$ cat src/hdl/assert_macros.svh
// assertion macros shared by the overlap suppressor modules
// no dependencies; taken in by `include where a module checks itself

`ifndef ASSERT_MACROS_SVH
`define ASSERT_MACROS_SVH

// same-cycle implication, off while reset is asserted
`define ASSERT_IMPLIES(lbl, clk, rst_n, ante, cons, msg) \
	lbl: assert property (@(posedge clk) disable iff (!rst_n) (ante) |-> (cons)) \
		else $error(msg);

// next-cycle implication, off while reset is asserted
`define ASSERT_NEXT(lbl, clk, rst_n, ante, cons, msg) \
	lbl: assert property (@(posedge clk) disable iff (!rst_n) (ante) |=> (cons)) \
		else $error(msg);

`endif

$ cat src/hdl/csbos_pkg.sv
// shared types and constants of the cross-set box overlap suppressor
// no dependencies; used by every module of the block
`default_nettype none

package csbos_pkg;

	localparam int COORD_BITS = 12;
	localparam int AREA_BITS  = 2 * COORD_BITS;
	localparam int UNI_BITS   = AREA_BITS + 1;
	localparam int THR_BITS   = 8;
	localparam int CMP_BITS   = THR_BITS + UNI_BITS;
	localparam int MATCH_BITS = 4;
	localparam int Q_DEPTH    = 2;

	localparam logic [THR_BITS-1:0] THR_RESET = THR_BITS'(64);

	localparam logic [1:0] OP_CLEAR = 2'd0;
	localparam logic [1:0] OP_ADD   = 2'd1;
	localparam logic [1:0] OP_TEST  = 2'd2;

	typedef enum logic [1:0] {
		KIND_CLEAR,
		KIND_ADD,
		KIND_TEST
	} kind_t;

	typedef enum logic [2:0] {
		ST_CLEARED    = 3'd0,
		ST_ADDED      = 3'd1,
		ST_FULL       = 3'd2,
		ST_KEPT       = 3'd3,
		ST_SUPPRESSED = 3'd4
	} status_t;

	typedef enum logic {
		BK_IDLE,
		BK_WALK
	} bk_state_t;

	typedef struct packed {
		logic [COORD_BITS-1:0] x;
		logic [COORD_BITS-1:0] y;
		logic [COORD_BITS-1:0] w;
		logic [COORD_BITS-1:0] h;
	} box_t;

	typedef struct packed {
		logic [1:0]            opcode;
		logic [COORD_BITS-1:0] box_x;
		logic [COORD_BITS-1:0] box_y;
		logic [COORD_BITS-1:0] box_width;
		logic [COORD_BITS-1:0] box_height;
	} in_item_t;

	typedef struct packed {
		logic [2:0]            status;
		logic [MATCH_BITS-1:0] match_index;
		logic [COORD_BITS-1:0] out_x;
		logic [COORD_BITS-1:0] out_y;
		logic [COORD_BITS-1:0] out_width;
		logic [COORD_BITS-1:0] out_height;
	} out_item_t;

	// one classified command in the queue
	typedef struct packed {
		kind_t                kind;
		box_t                 box;
		logic [AREA_BITS-1:0] area;
	} cmd_t;

	// one stored reference box with its area
	typedef struct packed {
		box_t                 box;
		logic [AREA_BITS-1:0] area;
	} ref_entry_t;

endpackage

`default_nettype wire

$ cat src/hdl/csbos_front.sv
// front end: accepts beats, decodes the opcode and computes the box area
// depends on csbos_pkg
`default_nettype none

module csbos_front (
	input  logic                clk,
	input  logic                arst_n,
	input  logic                start,
	output logic                busy,
	input  csbos_pkg::in_item_t item,
	input  logic                full,
	output logic                push,
	output csbos_pkg::cmd_t     cmd
);

	logic                valid_s1;
	csbos_pkg::in_item_t item_s1;
	csbos_pkg::kind_t    kind;
	logic                accept;

	assign busy   = valid_s1 & full;
	assign accept = start & ~busy;
	assign push   = valid_s1 & ~full;

	always_ff @(posedge clk or negedge arst_n) begin
		if (!arst_n) begin
			valid_s1 <= 1'b0;
		end else if (accept) begin
			valid_s1 <= 1'b1;
		end else if (push) begin
			valid_s1 <= 1'b0;
		end
	end

	always_ff @(posedge clk) begin
		if (accept) begin
			item_s1 <= item;
		end
	end

	// unused opcode value is treated as a test
	always_comb begin
		case (item_s1.opcode)
			csbos_pkg::OP_CLEAR: kind = csbos_pkg::KIND_CLEAR;
			csbos_pkg::OP_ADD:   kind = csbos_pkg::KIND_ADD;
			csbos_pkg::OP_TEST:  kind = csbos_pkg::KIND_TEST;
			default:             kind = csbos_pkg::KIND_TEST;
		endcase
	end

	assign cmd.kind  = kind;
	assign cmd.box.x = item_s1.box_x;
	assign cmd.box.y = item_s1.box_y;
	assign cmd.box.w = item_s1.box_width;
	assign cmd.box.h = item_s1.box_height;
	assign cmd.area  = csbos_pkg::AREA_BITS'(item_s1.box_width) *
		csbos_pkg::AREA_BITS'(item_s1.box_height);

endmodule

`default_nettype wire

$ cat src/hdl/csbos_queue.sv
// short command queue between the front end and the table engine
// depends on csbos_pkg and assert_macros.svh
`default_nettype none

`include "assert_macros.svh"

module csbos_queue (
	input  logic              clk,
	input  logic              arst_n,
	input  logic              push,
	input  csbos_pkg::cmd_t   push_data,
	output logic              full,
	input  logic              pop,
	output csbos_pkg::cmd_t   head,
	output logic              empty
);

	localparam int DEPTH    = csbos_pkg::Q_DEPTH;
	localparam int PTR_BITS = (DEPTH > 1) ? $clog2(DEPTH) : 1;
	localparam int CNT_BITS = $clog2(DEPTH + 1);

	csbos_pkg::cmd_t     entry_q [DEPTH];
	logic [PTR_BITS-1:0] wr_ptr_q;
	logic [PTR_BITS-1:0] rd_ptr_q;
	logic [CNT_BITS-1:0] cnt_q;

	assign full  = (cnt_q == CNT_BITS'(DEPTH));
	assign empty = (cnt_q == '0);
	assign head  = entry_q[rd_ptr_q];

	always_ff @(posedge clk) begin
		if (push) begin
			entry_q[wr_ptr_q] <= push_data;
		end
	end

	always_ff @(posedge clk or negedge arst_n) begin
		if (!arst_n) begin
			wr_ptr_q <= '0;
			rd_ptr_q <= '0;
			cnt_q    <= '0;
		end else begin
			if (push) begin
				wr_ptr_q <= (wr_ptr_q == PTR_BITS'(DEPTH - 1)) ? '0 : wr_ptr_q + 1'b1;
			end
			if (pop) begin
				rd_ptr_q <= (rd_ptr_q == PTR_BITS'(DEPTH - 1)) ? '0 : rd_ptr_q + 1'b1;
			end
			if (push && !pop) begin
				cnt_q <= cnt_q + 1'b1;
			end else if (pop && !push) begin
				cnt_q <= cnt_q - 1'b1;
			end
		end
	end

	`ASSERT_IMPLIES(a_no_push_full, clk, arst_n, push, !full, "push into a full queue")
	`ASSERT_IMPLIES(a_no_pop_empty, clk, arst_n, pop, !empty, "pop from an empty queue")
	`ASSERT_IMPLIES(a_cnt_bound, clk, arst_n, 1'b1, cnt_q <= CNT_BITS'(DEPTH), "queue overfilled")

endmodule

`default_nettype wire

$ cat src/hdl/csbos_back.sv
// table engine: reference box memory, pipelined overlap walk, result register
// depends on csbos_pkg and assert_macros.svh
`default_nettype none

`include "assert_macros.svh"

module csbos_back #(
	parameter int MAX_REFS = 16
) (
	input  logic                                clk,
	input  logic                                arst_n,
	input  logic [csbos_pkg::THR_BITS-1:0]      thr,
	input  logic                                empty,
	input  csbos_pkg::cmd_t                     head,
	output logic                                pop,
	output logic                                done,
	output csbos_pkg::out_item_t                result
);

	localparam int CNT_BITS = $clog2(MAX_REFS + 1);
	localparam int IDX_BITS = (MAX_REFS > 1) ? $clog2(MAX_REFS) : 1;
	localparam int CB       = csbos_pkg::COORD_BITS;
	localparam int AB       = csbos_pkg::AREA_BITS;
	localparam int UB       = csbos_pkg::UNI_BITS;
	localparam int TB       = csbos_pkg::THR_BITS;
	localparam int PB       = csbos_pkg::CMP_BITS;

	// overlap of two spans, zero when disjoint or touching
	function automatic logic [CB-1:0] span_overlap(
		input logic [CB-1:0] a0,
		input logic [CB-1:0] alen,
		input logic [CB-1:0] b0,
		input logic [CB-1:0] blen
	);
		logic [CB:0] a1;
		logic [CB:0] b1;
		logic [CB:0] lo;
		logic [CB:0] hi;
		a1 = {1'b0, a0} + {1'b0, alen};
		b1 = {1'b0, b0} + {1'b0, blen};
		lo = (a0 > b0) ? {1'b0, a0} : {1'b0, b0};
		hi = (a1 < b1) ? a1 : b1;
		return (hi > lo) ? CB'(hi - lo) : '0;
	endfunction

	csbos_pkg::bk_state_t  state_q;
	csbos_pkg::bk_state_t  state_d;
	logic [CNT_BITS-1:0]   count_q;
	logic [CNT_BITS-1:0]   iss_idx_q;
	logic                  issue_q;
	logic                  iss_last;
	csbos_pkg::cmd_t       cand_q;
	csbos_pkg::ref_entry_t ref_mem [MAX_REFS];

	logic                  clr;
	logic                  add_ok;
	logic                  start_walk;
	logic                  finish;
	logic                  done_d;
	csbos_pkg::out_item_t  res_d;
	logic                  done_q;
	csbos_pkg::out_item_t  result_q;

	csbos_pkg::ref_entry_t ent_s1;
	logic [IDX_BITS-1:0]   idx_s1, idx_s2, idx_s3, idx_s4, idx_s5;
	logic                  last_s1, last_s2, last_s3, last_s4, last_s5;
	logic                  v_s1, v_s2, v_s3, v_s4, v_s5;
	logic [CB-1:0]         ix_s2;
	logic [CB-1:0]         iy_s2;
	logic [AB-1:0]         barea_s2, barea_s3;
	logic [AB-1:0]         inter_s3, inter_s4, inter_s5;
	logic [UB-1:0]         uni_s4;
	logic [PB-1:0]         tu_s5;
	logic                  hit;

	assign iss_last = (iss_idx_q == count_q - 1'b1);
	assign hit      = v_s5 && (PB'({inter_s5, {TB{1'b0}}}) > tu_s5);

	always_ff @(posedge clk or negedge arst_n) begin
		if (!arst_n) begin
			state_q <= csbos_pkg::BK_IDLE;
		end else begin
			state_q <= state_d;
		end
	end

	always_comb begin
		state_d              = state_q;
		pop                  = 1'b0;
		clr                  = 1'b0;
		add_ok               = 1'b0;
		start_walk           = 1'b0;
		finish               = 1'b0;
		done_d               = 1'b0;
		res_d.status         = csbos_pkg::ST_KEPT;
		res_d.match_index    = '0;
		res_d.out_x          = head.box.x;
		res_d.out_y          = head.box.y;
		res_d.out_width      = head.box.w;
		res_d.out_height     = head.box.h;
		case (state_q)
			csbos_pkg::BK_IDLE: begin
				if (!empty) begin
					pop = 1'b1;
					case (head.kind)
						csbos_pkg::KIND_CLEAR: begin
							clr          = 1'b1;
							done_d       = 1'b1;
							res_d.status = csbos_pkg::ST_CLEARED;
						end
						csbos_pkg::KIND_ADD: begin
							done_d = 1'b1;
							if (count_q < CNT_BITS'(MAX_REFS)) begin
								add_ok       = 1'b1;
								res_d.status = csbos_pkg::ST_ADDED;
							end else begin
								res_d.status = csbos_pkg::ST_FULL;
							end
						end
						default: begin
							if (count_q == '0) begin
								done_d = 1'b1;
							end else begin
								start_walk = 1'b1;
								state_d    = csbos_pkg::BK_WALK;
							end
						end
					endcase
				end
			end
			csbos_pkg::BK_WALK: begin
				res_d.out_x      = cand_q.box.x;
				res_d.out_y      = cand_q.box.y;
				res_d.out_width  = cand_q.box.w;
				res_d.out_height = cand_q.box.h;
				if (hit) begin
					done_d            = 1'b1;
					finish            = 1'b1;
					res_d.status      = csbos_pkg::ST_SUPPRESSED;
					res_d.match_index = csbos_pkg::MATCH_BITS'(idx_s5);
					state_d           = csbos_pkg::BK_IDLE;
				end else if (v_s5 && last_s5) begin
					done_d  = 1'b1;
					finish  = 1'b1;
					state_d = csbos_pkg::BK_IDLE;
				end
			end
			default: begin
				state_d = csbos_pkg::BK_IDLE;
			end
		endcase
	end

	// table memory: one write port for adds, one registered read port for the walk
	always_ff @(posedge clk) begin
		if (add_ok) begin
			ref_mem[count_q[IDX_BITS-1:0]] <= '{box: head.box, area: head.area};
		end
		ent_s1 <= ref_mem[iss_idx_q[IDX_BITS-1:0]];
	end

	always_ff @(posedge clk or negedge arst_n) begin
		if (!arst_n) begin
			count_q   <= '0;
			issue_q   <= 1'b0;
			iss_idx_q <= '0;
		end else begin
			if (clr) begin
				count_q <= '0;
			end else if (add_ok) begin
				count_q <= count_q + 1'b1;
			end
			if (start_walk) begin
				issue_q   <= 1'b1;
				iss_idx_q <= '0;
			end else if (finish) begin
				issue_q <= 1'b0;
			end else if (issue_q) begin
				iss_idx_q <= iss_idx_q + 1'b1;
				if (iss_last) begin
					issue_q <= 1'b0;
				end
			end
		end
	end

	always_ff @(posedge clk) begin
		if (start_walk) begin
			cand_q <= head;
		end
	end

	// walk pipeline valids, flushed when the walk ends
	always_ff @(posedge clk or negedge arst_n) begin
		if (!arst_n) begin
			v_s1 <= 1'b0;
			v_s2 <= 1'b0;
			v_s3 <= 1'b0;
			v_s4 <= 1'b0;
			v_s5 <= 1'b0;
		end else if (finish) begin
			v_s1 <= 1'b0;
			v_s2 <= 1'b0;
			v_s3 <= 1'b0;
			v_s4 <= 1'b0;
			v_s5 <= 1'b0;
		end else begin
			v_s1 <= issue_q;
			v_s2 <= v_s1;
			v_s3 <= v_s2;
			v_s4 <= v_s3;
			v_s5 <= v_s4;
		end
	end

	always_ff @(posedge clk) begin
		idx_s1   <= iss_idx_q[IDX_BITS-1:0];
		last_s1  <= iss_last;
		// spans of the intersection
		ix_s2    <= span_overlap(cand_q.box.x, cand_q.box.w, ent_s1.box.x, ent_s1.box.w);
		iy_s2    <= span_overlap(cand_q.box.y, cand_q.box.h, ent_s1.box.y, ent_s1.box.h);
		barea_s2 <= ent_s1.area;
		idx_s2   <= idx_s1;
		last_s2  <= last_s1;
		// intersection area
		inter_s3 <= AB'(ix_s2) * AB'(iy_s2);
		barea_s3 <= barea_s2;
		idx_s3   <= idx_s2;
		last_s3  <= last_s2;
		// union area
		uni_s4   <= UB'(cand_q.area) + UB'(barea_s3) - UB'(inter_s3);
		inter_s4 <= inter_s3;
		idx_s4   <= idx_s3;
		last_s4  <= last_s3;
		// threshold times union
		tu_s5    <= PB'(thr) * PB'(uni_s4);
		inter_s5 <= inter_s4;
		idx_s5   <= idx_s4;
		last_s5  <= last_s4;
	end

	always_ff @(posedge clk or negedge arst_n) begin
		if (!arst_n) begin
			done_q <= 1'b0;
		end else begin
			done_q <= done_d;
		end
	end

	always_ff @(posedge clk) begin
		result_q <= res_d;
	end

	assign done   = done_q;
	assign result = result_q;

	`ASSERT_NEXT(a_pop_resolves, clk, arst_n, pop, done_q || state_q == csbos_pkg::BK_WALK, "popped command neither answered nor walking")
	`ASSERT_IMPLIES(a_walk_nonempty, clk, arst_n, state_q == csbos_pkg::BK_WALK, count_q != '0, "walk over an empty table")
	`ASSERT_IMPLIES(a_count_bound, clk, arst_n, 1'b1, count_q <= CNT_BITS'(MAX_REFS), "table count beyond depth")

endmodule

`default_nettype wire

$ cat src/hdl/cross_set_box_overlap_suppress.sv
// top level of the cross-set box overlap suppressor: threshold register and wiring
// depends on csbos_pkg, csbos_front, csbos_queue and csbos_back
`default_nettype none

// channel    | handshake                  | payload
// -----------+----------------------------+--------------------------
// command in | start, busy (beat: start & !busy) | item (in_item_t)
// result out | done strobe, one cycle     | result (out_item_t)
// threshold  | cfg_wen, written each edge | cfg_wdata (8 bits)
//
// clear and add: strobed from the result register once the engine pops the command
// test: a stored box enters the compare pipeline every cycle from the table's
//   single read port; the strobe reports the first matching index on a hit,
//   or follows the last stored box when kept; the engine pops nothing while walking
// a front register and a two-deep queue hold up to three commands while a walk runs
// arst_n clears the table count, the queue and the threshold (back to 64)
// busy rises only when the front register and the queue are both full

module cross_set_box_overlap_suppress #(
	parameter int MAX_REFS = 16
) (
	input  logic                            clk,
	input  logic                            arst_n,
	input  logic                            start,
	output logic                            busy,
	input  csbos_pkg::in_item_t             item,
	output logic                            done,
	output csbos_pkg::out_item_t            result,
	input  logic                            cfg_wen,
	input  logic [csbos_pkg::THR_BITS-1:0]  cfg_wdata
);

	logic [csbos_pkg::THR_BITS-1:0] thr_q;
	logic                           q_full;
	logic                           q_empty;
	logic                           q_push;
	logic                           q_pop;
	csbos_pkg::cmd_t                q_in;
	csbos_pkg::cmd_t                q_head;

	// iou threshold in units of 1/256
	always_ff @(posedge clk or negedge arst_n) begin
		if (!arst_n) begin
			thr_q <= csbos_pkg::THR_RESET;
		end else if (cfg_wen) begin
			thr_q <= cfg_wdata;
		end
	end

	// opcode decode and candidate area
	csbos_front u_front (
		.clk    (clk),
		.arst_n (arst_n),
		.start  (start),
		.busy   (busy),
		.item   (item),
		.full   (q_full),
		.push   (q_push),
		.cmd    (q_in)
	);

	// decouples intake from the table walk
	csbos_queue u_queue (
		.clk       (clk),
		.arst_n    (arst_n),
		.push      (q_push),
		.push_data (q_in),
		.full      (q_full),
		.pop       (q_pop),
		.head      (q_head),
		.empty     (q_empty)
	);

	// reference table, overlap walk and result register
	csbos_back #(
		.MAX_REFS (MAX_REFS)
	) u_back (
		.clk    (clk),
		.arst_n (arst_n),
		.thr    (thr_q),
		.empty  (q_empty),
		.head   (q_head),
		.pop    (q_pop),
		.done   (done),
		.result (result)
	);

endmodule

`default_nettype wire
$ cat config.mk
export PLATFORM = sky130hd
export DESIGN_NAME = cross_set_box_overlap_suppress
export DESIGN_NICKNAME = d
export VERILOG_FILES = /design/src/hdl/csbos_pkg.sv /design/src/hdl/csbos_front.sv /design/src/hdl/csbos_queue.sv /design/src/hdl/csbos_back.sv /design/src/hdl/cross_set_box_overlap_suppress.sv
export VERILOG_INCLUDE_DIRS = /design/src /design/src/hdl
export SDC_FILE = /design/constraint.sdc
export NUM_CORES = 2
export LEC_CHECK = 0
export BUFFER_PORTS_ARGS = -buffer_cell sky130_fd_sc_hd__buf_2
export CORE_MARGIN = 3
export CORE_UTILIZATION = 41
export DETAILED_ROUTE_END_ITERATION = 8
export SYNTH_ARGS = -nofsm -noshare
export SYNTH_HDL_FRONTEND = slang
export SYNTH_SLANG_ARGS = --single-unit
$ cat constraint.sdc
create_clock -name clk -period 17.9 [get_ports clk]
set_input_delay 2.685 -clock clk [delete_from_list [all_inputs] [get_ports clk]]
set_output_delay 2.685 -clock clk [all_outputs]
set_load 0.05 [all_outputs]
# Word level (Yosys, flattened, before mapping)
# Memory sizes are Yosys's and may differ from the RTL's. A register that Yosys moved wholly into a read port is not among the register bits.
# Cells that the tools add are included.
# W data, S select, Z words.
[totals] ram_bits=1300 regBits=435 in_bits=62 output_inout_bits=57 n_memories=2 word_cells=164
[classes] n_reduce_logical=17 mul=3 magnitude_cmp=8 n_mux=58 n_addsub=15 bitwise=6 n_eq_ne=5
[mem_list] name="u_back.ref_mem" depth=16 width=72 rd=1 rd_clocked_by_memory_dff=1 wr=1 line="csbos_back.sv:53" source="csbos_pkg::ref_entry_t ref_mem [MAX_REFS];"
[mem_list] name="u_queue.entry_q" depth=2 width=74 rd=1 rd_clocked_by_memory_dff=0 wr=1 line="csbos_queue.sv:22" source="csbos_pkg::cmd_t entry_q [DEPTH];"
[op_table] operator="$add A12 B12 Y13" n=4
[op_table] operator="$mul A12 B12 Y24" n=2
[op_table] operator="$mux W48" n=1
[op_table] operator="$mux W1" n=38
[op_table] operator="$gt A32 B33 Y1" n=1
[op_table] operator="$mul A8 B25 Y33" n=1
[op_table] operator="$gt A13 B12 Y1" n=2
[op_table] operator="$lt A13 B13 Y1" n=2
[op_table] operator="$mux W13" n=2
[op_table] operator="$add A24 B24 Y25" n=1
[op_table] operator="$mux W5" n=5
[op_table] operator="$sub A25 B24 Y25" n=1
[op_table] operator="$gt A12 B12 Y1" n=2
[op_table] operator="$mux W12" n=2
[op_table] operator="$sub A12 B12 Y12" n=2
[op_table] operator="$pmux W3 S2" n=2
[op_table] operator="$add A5 B1 Y5 const B" n=2
[op_table] operator="$reduce_bool A2 Y1" n=4
[op_table] operator="$mux W7" n=1
[op_table] operator="$logic_not A2 Y1" n=3
[op_table] operator="$mux W2" n=3
[op_table] operator="$eq A5 B5 Y1" n=1
[op_table] operator="$logic_not A5 Y1" n=1
[op_table] operator="$lt A5 B5 Y1 const B" n=1
[op_table] operator="16 further kinds" n=28

# Depth between registers and ports, before layout
# An unclocked memory read counts as a cell.
[depth] ltp_word=8 depth_mapped=30 depth_no_buf=27

# Hierarchy
# From an unflattened synthesis, not the netlist that was laid out.
[hier_totals] hier_cells=5407 hier_area_um2=84808.8
[modules_own_cells] module="csbos_back" cells_per_inst=4467 area_each_um2=72045.3 instances=1 seq_area_each_um2=44292.5
[modules_own_cells] module="csbos_front" cells_per_inst=677 area_each_um2=6701.4 instances=1 seq_area_each_um2=1526.5
[modules_own_cells] module="csbos_queue" cells_per_inst=246 area_each_um2=5729.2 instances=1 seq_area_each_um2=4544.4
[modules_own_cells] module="cross_set_box_overlap_suppress" cells_per_inst=17 area_each_um2=332.8 instances=1 seq_area_each_um2=201.4

# Least setup slack after synthesis
# No wires, ideal clock.
[synth_path] path_kind="flip-flop to flip-flop" from="register u_queue.rd_ptr_q" to="memory u_back.ref_mem[7][0] (netlist name) (enable)" t_required_ps=17309 synth_period_minus_slack_ps=6807 path_stages_with_launch=7 arrival_ps=6217 n_path_buf=1 setup_time_ps=591 slack_ps=11093 path_cell_list="dfrtp_1 -> mux2i_1 -> nand2_1 -> nor3_1 -> clkbuf_1 -> nand2_1 -> nor3_1"
[synth_via] elab_chain_len=7
[synth_rtl] item="from (decl)" line="csbos_queue.sv:24" source="logic [PTR_BITS-1:0] rd_ptr_q;"
[synth_rtl] item="from (signal assigned)" line="csbos_queue.sv:47" source="rd_ptr_q <= (rd_ptr_q == PTR_BITS'(DEPTH - 1)) ? '0 : rd_ptr_q + 1'b1;"
[synth_rtl] item="$mem_v2 Z2 W74"
[synth_rtl] item="$eq A2 B1 Y1" line="csbos_back.sv:105" source="case (head.kind)"
[synth_rtl] item="$mux W1" line="csbos_back.sv:105"
[synth_rtl] item="$mux W1" line="csbos_back.sv:103" source="if (!empty) begin"
[synth_rtl] item="$mux W1" line="csbos_back.sv:101" source="case (state_q)"
[synth_rtl] item="$mux W1" line="csbos_back.sv:156" source="if (add_ok) begin"
[synth_rtl] item="$mux W1 (implied by the code)" line="csbos_back.sv:157" source="ref_mem[count_q[IDX_BITS-1:0]] <= '{box: head.box, area: head.area};"
[synth_rtl] item="to (decl)" line="csbos_back.sv:53"
# No other way between the ends.

# Final worst setup path
[layout_path] from="register u_back.cand_q[49] (netlist name)" to="register u_back.iy_s2[7]"
[layout_via] elab_chain_len=4 word_cells_on_any_way=7 cone_classes="add/sub (2); order compare (3); mux (2)"
[layout_rtl] item="from (decl)" line="csbos_back.sv:52" source="csbos_pkg::cmd_t cand_q;"
[layout_rtl] item="from (signal assigned)" line="csbos_back.sv:189" source="cand_q <= head;"
[layout_rtl] item="$add A12 B12 Y13" line="csbos_back.sv:39" source="a1 = {1'b0, a0} + {1'b0, alen};"
[layout_rtl] item="$lt A13 B13 Y1" line="csbos_back.sv:42" source="hi = (a1 < b1) ? a1 : b1;"
[layout_rtl] item="$mux W13" line="csbos_back.sv:42"
[layout_rtl] item="$sub A12 B12 Y12 or $gt A13 B12 Y1 (tied branches)" line="csbos_back.sv:43" source="return (hi > lo) ? CB'(hi - lo) : '0;"
[layout_rtl] item="to (signal assigned)" line="csbos_back.sv:221" source="iy_s2 <= span_overlap(cand_q.box.y, cand_q.box.h, ent_s1.box.y, ent_s1.box.h);"
[layout_rtl] item="to (decl)" line="csbos_back.sv:69" source="logic [CB-1:0] iy_s2;"
# Several ways; a longest one is shown, not always the timed one.
# A chain may end at the register's enable or synchronous reset.

==> flow_metrics.py <==
metrics = {
    "clock_tree": {
        "worstSkewPairLatency_ps": 850,
        "cts.repair.resized": 0,
        "cts.clk_slew.worst_paths_ps": 60,
        "h-tree-depth": 4,
        "cts_hold_buf": 0,
        "cts_sinks": 1807,
        "post_cts_buffers": 0,
        "clock_tree.buffer_depth": 3,
        "cts_tree": "built",
        "cts_made_buffers": 187,
        "clockRootBuffer": "clkbuf_16",
    },
    "sta": {
        "min_period_over_period": 0.382,
        "fmax_ghz": 0.146,
        "relSlewSlack": 0.134,
        "finalSetupTns_ps": 0,
        "layout_min_cycle_time_ps": 6840,
        "finalHoldWorstSlack_ps": 304,
        "tightest_slew_ps": 1300,
        "setup_viol": 0,
        "final.setup_skew_ps": 59.0,
        "final-hold-violation-count": 0,
        "maxSlewViolCount": 0,
        "rsz0062_at_grt": "false",
    },
    "place": {
        "io_buffer_count": 118,
        "gp_congestion": 0.844,
        "hpwl_um": 129000,
    },
    "synth": {
        "syn_nets": 6116,
        "synth_warnings": 0,
        "syn_inst": 5335,
        "ys.flop_type": "edfxtp_1",
        "yosys.cell_types.count": 77,
        "syn-cell-area_sq_um": 83900,
        "syn_avg_cell_area_sq_um": 15.7,
        "synth_top_area_frac": 0.509,
        "synth_seq_area_share": 0.603,
        "yosysMostFrequentCell": "edfxtp_1",
        "synth_top_cells_by_area": "edfxtp_1 (51%), mux4_2 (9.7%), fa_1 (8.8%)",
        "synth-seq-cells": 1807,
        "synth_edf_count": 1422,
        "synth_common_cells": "edfxtp_1 (1,422), inv_1 (628), fa_1 (368)",
        "synth_top_area_cell": "edfxtp_1",
        "async_reset_ff_frac": 0.0172,
    },
    "floorplan": {
        "coreArea_sq_um": 203000,
        "die_w_um": 458,
        "dieArea_sq_um": 210000,
        "top_level_ports": 119,
        "start_util": 0.414,
        "die_y_um": 458,
        "row_count": 165,
    },
    "route": {
        "vias_per_cell": 5.33,
        "wl_per_cell_um": 24.2,
        "drt_iter0_markers": 3722,
        "dr.pass1.iters": 5,
        "routed_wl_um": 202000,
        "drc": 0,
        "vias": 44500,
        "postRouteAntennaNets": 0,
    },
    "global_route": {
        "track_usage": 0.194,
        "met3_usage": 0.0256,
        "busiest_layer": "met2",
        "grt_pass1_vias": 46400,
        "grt_overflow": 0,
        "grtUsageMet2": 0.323,
        "grt_pass1_wl_um": 304000,
        "antenna_found_initial": 9,
        "grtUsageMet1": 0.273,
        "grt_max_degree": 114,
    },
    "hold_path": {
        "hold_class": "reg -> reg",
        "hold_depth": 0,
        "min_from": "u_back.barea_s2[5]$_DFF_P_",
        "min_to": "u_back.barea_s3[5]$_DFF_P_",
    },
    "status": {
        "outcome": "complete, no violations",
    },
    "setup_path": {
        "reg2reg_setup_slack_ps": 11060,
        "reg2reg_depth": 24,
        "cp_max_fo": 18,
        "critPathCaptureType": "register",
        "crit_type": "reg -> reg",
        "crit_path_start_kind": "register",
        "arrival_ps": 7510,
        "r2r_end": "u_back.iy_s2[7]$_SDFF_PP0_",
        "reg2reg_from": "u_back.cand_q[49]$_DFFE_PP_",
        "worstPathRequired_ps": 18570,
    },
    "final_layout": {
        "final_nets": 6294,
        "fill_cells": 17500,
        "area.sequential_sq_um": 50600,
        "syn_to_final_growth_pct": 11.9,
        "multi_input_area_sq_um": 30400,
        "final_layout_size_suffix_gt1_frac": 0.173,
    },
    "flow_run": {
        "drv_cap": 0,
    },
}
-- state kept, by name, summed over array words and instances, names as in the netlist, 4 cells and up --
register / count
u_back.idx_s3: 4
u_back.inter_s5: 24
u_back.result: 55
u_back.ix_s2: 12
u_back.uni_s4: 25
u_back.barea_s3: 24
u_back.inter_s3: 24
u_back.tu_s5: 33
u_queue.entry_q: 148
u_back.inter_s4: 24
u_back.count_q: 5
u_back.idx_s1: 4
u_back.iss_idx_q: 5
u_back.idx_s2: 4
u_back.cand_q: 72
u_back.idx_s4: 4
u_back.barea_s2: 24
u_back.ref_mem: 1152
u_back.ent_s1: 72
u_back.idx_s5: 4
thr_q: 8
u_back.iy_s2: 12
u_front.cmd: 48
-- worst max-delay path: stages, from the launching register on --
cell       delay, ps
edfxtp_1         440
ha_1             300
a21o_1           190
a21oi_1          240
o21bai_1         150
nand3_1          130
a21oi_1           80
a2111oi_0        650
xnor2_1          210
ha_1             310
o21ai_0           90
o221ai_1         170
a221oi_2         430
buf_4            300
mux2i_1          260
ha_1             300
nor2b_1          150
o21ai_0          190
a21boi_0         210
o311ai_0         510
a21oi_1          170
a21oi_1          220
nand3b_1         100
mux2i_1          730
nor2_1           140
-- metrics by stage --
step / worst slack (ps) / utilization / std cells / area [sq um]
floorplan: 11090 / - / 5335 / 83900
global placement: 11060 / 0.432 / 7996 / 87600
detailed placement: 11100 / 0.432 / 7996 / 87600
CTS: 11080 / 0.463 / 8350 / 93900
global route: 10260 / 0.463 / 8352 / 93900
finish: 11060 / 0.463 / 8355 / 93900
-- layout by cell type (no fill, tap or decap), drive strengths merged, types with 35 or more instances in the layout --
cell,instances
nor2b,37
mux2,130
fa,368
clkinv,64
nor2,120
nor3,39
ha,351
inv,631
a21o,73
and2,259
buf,167
dfxtp,354
edfxtp,1422
o21ai,81
nand2,338
mux4,360
a21oi,112
xor2,53
xnor2,95
mux2i,35
clkbuf,267
-- final cells by class --
cell class	instances	share of cell area
flip-flops and latches	1807	0.539
diodes	5	0.000133
well taps	2672	0.0356
multi-input cells	2722	0.323
repair buffers	167	0.0105
inverters	628	0.0251
clock buffers	267	0.0560
clock inverters	87	0.0104
-- worst max-delay path by stage --
stage	from	endpoint	slack (ps)	depth (start not counted)
after floorplan	u_queue.rd_ptr_q$_DFFE_PN0P_	u_back.ref_mem[7][0]$_DFFE_PP_	11090	6
after global placement	u_back.cand_q[49]$_DFFE_PP_	u_back.iy_s2[3]$_SDFF_PP0_	11060	25
after detailed placement	u_back.cand_q[49]$_DFFE_PP_	u_back.iy_s2[2]$_SDFF_PP0_	11100	24
after CTS	u_back.cand_q[49]$_DFFE_PP_	u_back.iy_s2[7]$_SDFF_PP0_	11080	24
after global routing	u_back.cand_q[49]$_DFFE_PP_	u_back.iy_s2[2]$_SDFF_PP0_	10260	24
final	u_back.cand_q[49]$_DFFE_PP_	u_back.iy_s2[7]$_SDFF_PP0_	11060	24
-- cell families (layout without fill, tap and decap cells) --
group,after synthesis,in the layout,share of synthesized area
xor+xnor,148,148,0.0155
compound gates,406,406,0.0320
simple gates,924,924,0.0548
mux,525,525,0.118
buf+inv,806,1149,0.0362
fa+ha+maj,719,719,0.140
other cells,0,5,0
flops,1807,1807,0.603
-- metal layers --
layer	routed length (um)	vias to the layer above
li1	-	19600
met1	89600	23600
met2	99100	1129
met3	9400	238
met4	4040	0
met5	0	-
Power is left out: the tool's default activity adds up to more than one toggle a clock period on the data nets, which glitch-free logic cannot reach.
